==> src/rtl/bpgemv_pkg.sv <==
// Shared types and constants for the bitplane popcount GEMV accumulate unit.
`timescale 1ns / 1ps

package bpgemv_pkg;

  localparam int FIELD_W       = 64;
  localparam int ROW_W         = 3;
  localparam int OUT_W         = 16;
  localparam int CFG_IDX_W     = 1;
  localparam int CFG_DATA_W    = 2;

  localparam int ROWS_DEF      = 8;
  localparam int WORD_BITS_DEF = 64;
  localparam int ACC_BITS_DEF  = 16;

  // Configuration register indexes.
  localparam logic [CFG_IDX_W-1:0] CFG_SIGNED_WEIGHTS    = 1'b0;
  localparam logic [CFG_IDX_W-1:0] CFG_ACTIVATION_PLANES = 1'b1;

  // Item modes.
  localparam logic MODE_ACCUM = 1'b0;
  localparam logic MODE_CLEAR = 1'b1;

  typedef struct packed {
    logic               mode;
    logic [ROW_W-1:0]   row;
    logic [FIELD_W-1:0] weight_word;
    logic [FIELD_W-1:0] act_plane0;
    logic [FIELD_W-1:0] act_plane1;
  } in_item_t;

  typedef struct packed {
    logic [ROW_W-1:0] out_row;
    logic [OUT_W-1:0] acc_value;
  } out_item_t;

  // Control that travels with the delta from the popcount stage to the accumulators.
  typedef struct packed {
    logic             valid;
    logic             clear;
    logic [ROW_W-1:0] row;
  } acc_ctl_t;

endpackage

==> src/rtl/bpgemv_accbank.sv <==
// Row accumulators with read-modify-write update and the result register.
`timescale 1ns / 1ps

module bpgemv_accbank #(
  parameter int ROWS     = bpgemv_pkg::ROWS_DEF,
  parameter int ACC_BITS = bpgemv_pkg::ACC_BITS_DEF,
  parameter int DW       = 10
) (
  input  logic                  clk,
  input  logic                  rst,
  input  bpgemv_pkg::acc_ctl_t  ctl,
  input  logic [DW-1:0]         delta,
  output logic                  ctl_ready,
  output logic                  out_valid,
  input  logic                  out_ready,
  output bpgemv_pkg::out_item_t out_data
);
  import bpgemv_pkg::*;

  localparam int RIW   = (ROWS > 1) ? $clog2(ROWS) : 1;
  localparam int SUM_W = (ACC_BITS > DW) ? ACC_BITS : DW;

  logic [ACC_BITS-1:0] acc [ROWS];
  logic                fire;
  logic                clr_fire;
  logic                upd_fire;
  logic                row_ok;
  logic [RIW-1:0]      wr_idx;
  logic [SUM_W-1:0]    sum;
  logic [ACC_BITS-1:0] acc_new;
  logic                all_zero;

  assign ctl_ready = !out_valid || out_ready;
  assign fire      = ctl.valid && ctl_ready;
  assign clr_fire  = fire && ctl.clear;
  assign row_ok    = (32'(ctl.row) < ROWS);
  assign upd_fire  = fire && !ctl.clear && row_ok;
  assign wr_idx    = RIW'(ctl.row);

  // The delta is two's complement; sign-extend it before the wrapping add.
  assign sum     = SUM_W'(acc[wr_idx]) + SUM_W'(signed'(delta));
  assign acc_new = sum[ACC_BITS-1:0];

  always_ff @(posedge clk) begin
    if (rst || clr_fire) begin
      for (int r = 0; r < ROWS; r++) begin
        acc[r] <= '0;
      end
    end else if (upd_fire) begin
      acc[wr_idx] <= acc_new;
    end
  end

  always_ff @(posedge clk) begin
    if (rst) begin
      out_valid <= 1'b0;
    end else if (ctl_ready) begin
      out_valid <= upd_fire;
    end
  end

  always_ff @(posedge clk) begin
    if (upd_fire) begin
      out_data.out_row   <= ctl.row;
      out_data.acc_value <= OUT_W'(acc_new);
    end
  end

  always_comb begin
    all_zero = 1'b1;
    for (int r = 0; r < ROWS; r++) begin
      if (acc[r] != '0) all_zero = 1'b0;
    end
  end

  a_clear_zeroes: assert property (@(posedge clk) disable iff (rst)
    clr_fire |=> all_zero)
    else $error("accumulators not zero after clear");

  a_update_written: assert property (@(posedge clk) disable iff (rst)
    upd_fire |=> acc[$past(wr_idx)] == $past(acc_new))
    else $error("accumulator write lost");

  a_update_result: assert property (@(posedge clk) disable iff (rst)
    upd_fire |=> out_valid && out_data.out_row == $past(ctl.row))
    else $error("result register not loaded for update");

  a_no_result_on_clear: assert property (@(posedge clk) disable iff (rst)
    clr_fire |=> !out_valid)
    else $error("clear beat produced a result");

endmodule

==> config.mk <==
export PLATFORM = sky130hd
export DESIGN_NAME = bpgemv_accbank
export DESIGN_NICKNAME = d
export VERILOG_FILES = /design/src/rtl/bpgemv_pkg.sv /design/src/rtl/bpgemv_accbank.sv
export SDC_FILE = /design/constraint.sdc
export NUM_CORES = 1
export LEC_CHECK = 0
export ABC_AREA = 1
export BUFFER_PORTS_ARGS = -buffer_cell sky130_fd_sc_hd__buf_2
export CAP_MARGIN = 0
export CORE_ASPECT_RATIO = 0.7
export CORE_MARGIN = 1
export CORE_UTILIZATION = 55
export DETAILED_ROUTE_END_ITERATION = 12
export GPL_ROUTABILITY_DRIVEN = 0
export PLACE_DENSITY = 0.76
export RECOVER_POWER = 100
export SETUP_SLACK_MARGIN = 0.1
export SYNTH_ARGS = -nofsm -noshare
export SYNTH_HDL_FRONTEND = slang
export SYNTH_SLANG_ARGS = --single-unit
==> constraint.sdc <==
create_clock -name clk -period 2.6 [get_ports clk]
set_input_delay 0.13 -clock clk [delete_from_list [all_inputs] [get_ports clk]]
set_output_delay 0.13 -clock clk [all_outputs]
set_load 0.005 [all_outputs]
==> impl_summary.log <==
INFO  metric run_status = finished, violations left
INFO  metric violated_checks = setup timing
INFO  metric initial_core_util = 57.98%
INFO  metric ff2ff_path_depth = 10
INFO  metric cts.htree.levels = 4
INFO  metric cts_root_buffer = sky130_fd_sc_hd__clkbuf_16
INFO  metric pin_count = 39
INFO  metric drt_iter0_drc = 799
INFO  metric synth_cell_type_count = 31
INFO  metric viasPerCell = 6.094
INFO  metric net_total_in_the_final_layout = 846
INFO  metric worstSetupPathType = register to register
INFO  metric drt_pre_antenna_iters = 5
INFO  metric worstSetupEndpointType = register
INFO  metric power_leakage = between 3 and 4 nW
INFO  metric timing.rr.start = acc[3][9]
INFO  metric p_int = around 4.8 mW
INFO  metric slew_violations = 0
INFO  metric cts-buffers-inserted = 17
INFO  metric tritoncts_num_sinks = 148
INFO  metric port-buffer-count = 38
INFO  metric critical_path.slowest_cell = sky130_fd_sc_hd__edfxtp_1
INFO  metric post_synth_inst_count = 674
INFO  metric tritoncts = built
INFO  metric cp_data_required_time = 2.77 ns
INFO  metric antenna-diode-count = 0
INFO  metric finalInstanceArea = 0.009273 mm²
INFO  metric dpl_cell_area = 0.008080 mm²
INFO  metric yosysWarningCount = 0
INFO  metric synth_async_sr_flop_share = 0%
INFO  metric maximum_number_of_pins_on_one_net_before_global_route_repair = 20
INFO  metric layout_min_cycle_time = 2.696 ns
INFO  metric synth-edff-count = 147
INFO  metric maxSlewHeadroom = 5.115%
INFO  metric period_share = 103.7%
INFO  metric worst_r2r_endpoint = acc[6][14]
INFO  metric p_per_area = roughly 740 mW/mm²
INFO  metric detailroute.via_count = 5984
INFO  metric post-route-drc-count = 0
INFO  metric routed-wl-met3 = 3104 µm
INFO  metric max_cap_violations = 0
INFO  metric antenna_violations_before_repair = 1
INFO  metric worst_setup_hold_path_clk_slew = about 0.06 ns
INFO  metric synthesis.area = 0.006967 mm²
INFO  metric crit_fanout = 5
INFO  metric fmax = 371.0 MHz
INFO  metric clock_group_share_of_total_power = 36.0%
INFO  metric synth_seq_cells = 148
INFO  metric grt_first_pass_wirelength = 29590 µm
INFO  metric die_width = 136.5 µm
INFO  metric grt_usage = 32.40%
INFO  metric dpl.hpwl = 13130 µm
INFO  metric pwr-share-seq = 41.5%
INFO  metric crit_path_start_kind = register
INFO  metric worst-slew-pin-transition = 1.423 ns
INFO  metric hold_path_startpoint = ctl[1]
INFO  metric timing.reg2reg.setup_slack = -0.1 ns
INFO  metric yosysSeqAreaShare = 63.65%
INFO  metric vdd_ir_drop_max = 0.0005449 V
INFO  metric path_cells = a22o_1 -> nor2_1 -> nand4_1 -> ha_4 -> a21oi_2 -> nand2_2 -> a21oi_2 -> nand3b_1 -> nand2_4 -> nor2_1
INFO  metric switching_power = between 2 and 2.5 mW
INFO  metric routed_wire_length_per_instance = 22.43 µm
INFO  metric timing_hold_violations_final = 0
INFO  metric ys.flop_type = sky130_fd_sc_hd__edfxtp_1
INFO  metric critical_path.top_delay_family = simple AND/OR/NAND/NOR gates
INFO  metric post_route_cells_drive_above_1_share = 31.76%
INFO  metric area.growth.synth_to_final = 33.10%
INFO  metric setup-violations-final = 19
INFO  metric antenna_left = 0
INFO  metric critPathBufInv = 0
INFO  metric die_h = between 90 and 100 µm
INFO  metric critical_path_arrival = 2.87 ns
INFO  metric rsz0062_at_grt = true
INFO  metric postRouteWirelength = 22020 µm
INFO  metric met2_wirelength = 10020 µm
INFO  metric globalRouteOverflowTotal = 0
INFO  metric hold_class = input pin to register
INFO  metric min_delay_path_depth = 2
INFO  metric avgSynthCellArea = 10.34 µm²
INFO  metric core_region_area = ~0.012 mm²
INFO  metric die_ar = 0.01313 mm²
INFO  metric worstSkewPairLatency = between 0.4 and 0.5 ns
INFO  metric route.layer.met1.wl = 8246 µm
INFO  metric pre_cts_slack = -0.4277 ns
INFO  metric placementRows = 33
INFO  metric holdPathEnd = out_data[17]
INFO  metric clock_path_buffers = 2
INFO  metric dr.max_layer_used = met5
INFO  metric cp_slowest_stage_delay = 0.37 ns
INFO  metric fin_skew = approximately 0.009 ns
INFO  metric timing.final.ws_setup = -0.09553 ns
INFO  metric power.combinational.fraction = between 20% and 30%
INFO  metric power_switching_share = 29.35%
INFO  metric postSynthNetCount = 708
INFO  metric first_global_vias = 5507
## power by group through the flow
stage	Sequential (mW)	Clock (mW)	Combinational, mW
detailed placement	2.88	0	1.14
CTS	2.83	2.44	1.18
floorplan	2.88	0	0.547
global route	2.85	2.54	1.61
finish	2.84	2.47	1.54
global placement	2.88	0	1.11
## Yosys cell counts, types with 2 or more instances
cell type,number,share of area [%]
sky130_fd_sc_hd__a21oi_1,16,1.1
sky130_fd_sc_hd__a221oi_1,10,1.3
sky130_fd_sc_hd__a22o_1,11,1.4
sky130_fd_sc_hd__a22oi_1,10,1.1
sky130_fd_sc_hd__and3_1,2,0.18
sky130_fd_sc_hd__buf_2,8,0.57
sky130_fd_sc_hd__buf_4,6,0.65
sky130_fd_sc_hd__buf_6,4,0.65
sky130_fd_sc_hd__clkinv_1,3,0.16
sky130_fd_sc_hd__edfxtp_1,147,63
sky130_fd_sc_hd__ha_1,15,2.7
sky130_fd_sc_hd__inv_1,67,3.6
sky130_fd_sc_hd__inv_2,2,0.11
sky130_fd_sc_hd__nand2_1,161,8.7
sky130_fd_sc_hd__nand2_2,10,0.90
sky130_fd_sc_hd__nand3_1,15,1.1
sky130_fd_sc_hd__nand3b_1,5,0.54
sky130_fd_sc_hd__nand4_1,12,1.1
sky130_fd_sc_hd__nor2_1,146,7.9
sky130_fd_sc_hd__nor3_1,3,0.22
sky130_fd_sc_hd__nor3_4,2,0.47
sky130_fd_sc_hd__o211ai_1,2,0.22
sky130_fd_sc_hd__o21ai_0,3,0.22
sky130_fd_sc_hd__xnor2_1,7,0.88
## cells in the final DEF, fill, tap and decap left out, types with 12 or more instances in the layout
cell                        count
sky130_fd_sc_hd__nand2_4       12
sky130_fd_sc_hd__nor2_2        12
sky130_fd_sc_hd__nor2_1       130
sky130_fd_sc_hd__clkbuf_16     19
sky130_fd_sc_hd__inv_1         59
sky130_fd_sc_hd__buf_2         25
sky130_fd_sc_hd__nand4_1       12
sky130_fd_sc_hd__nand2_2       33
sky130_fd_sc_hd__edfxtp_1     147
sky130_fd_sc_hd__buf_12        12
sky130_fd_sc_hd__clkbuf_1      17
sky130_fd_sc_hd__buf_4         70
sky130_fd_sc_hd__nand2_1      128
## per-stage QoR
step	TNS (ns)	cells	utilization [%]	power, mW	hold WS [ns]
6_report	-0.9957	982	77.17	6.843	0.04000
5_1_grt	-3.892	982	77.17	6.998	0.04634
4_1_cts	0	969	72.64	6.456	0.01373
3_5_place_dp	-29.21	936	67.25	4.018	0.4451
3_3_place_gp	-16.57	936	67.25	3.986	0.4338
2_1_floorplan	0	674	-	3.423	0.2289
## state kept, by name (all words and copies together) (netlist names)
signal     count
acc          128
out_valid      1
out_data      19
## worst max path at each step
stage	from	endpoint	slack [ns]	cells past startpoint
after detailed placement	ctl[1]	out_data[14]	-0.43	21
after global placement	ctl[1]	out_data[14]	-0.30	21
after global routing	ctl[1]	acc[2][12]	-0.11	20
after CTS	ctl[1]	out_data[14]	0.09	21
after floorplan	ctl[2]	out_data[5]	0.11	16
final	acc[3][9]	acc[6][14]	-0.1	10
## metal layers
layer	GRT usage, %	up-vias
li1	-	2565
met1	43.44	2858
met2	50.30	484
met3	8.952	75
met4	13.06	2
met5	0	-
## kinds of logic (layout without fill, tap and decap cells)
family                   after synthesis  after routing  share of synthesized area [%]
buffers and inverters                 91            239                          5.801
flip-flops                           148            148                          63.65
AO/OA/AOI/OAI                         55             55                          5.603
XOR/XNOR                               7              7                         0.8800
AND/OR/NAND/NOR                      357            360                          21.08
adder cells (fa/ha/maj)               16             16                          2.981
## timing repair
action	CTS	global route
setup buffers	1	6
pin swaps	0	41
hold endpoints to repair	0	1
hold buffers	0	1
setup endpoints to repair	54	99
cloned	0	6
resized for setup	9	114
## layout make-up
cell class                      count  area (µm²)
Clock buffer                       19       432.9
Clock inverter                     13       151.4
Fill cell                         737        2743
Inverter                           72       280.3
Multi-Input combinational cell    438        2684
Sequential cell                   148        4434
Tap cell                          157       196.4
Timing Repair Buffer              134        1087
Timing Repair inverter              1       6.256
Power figures use the tool's default switching activity.
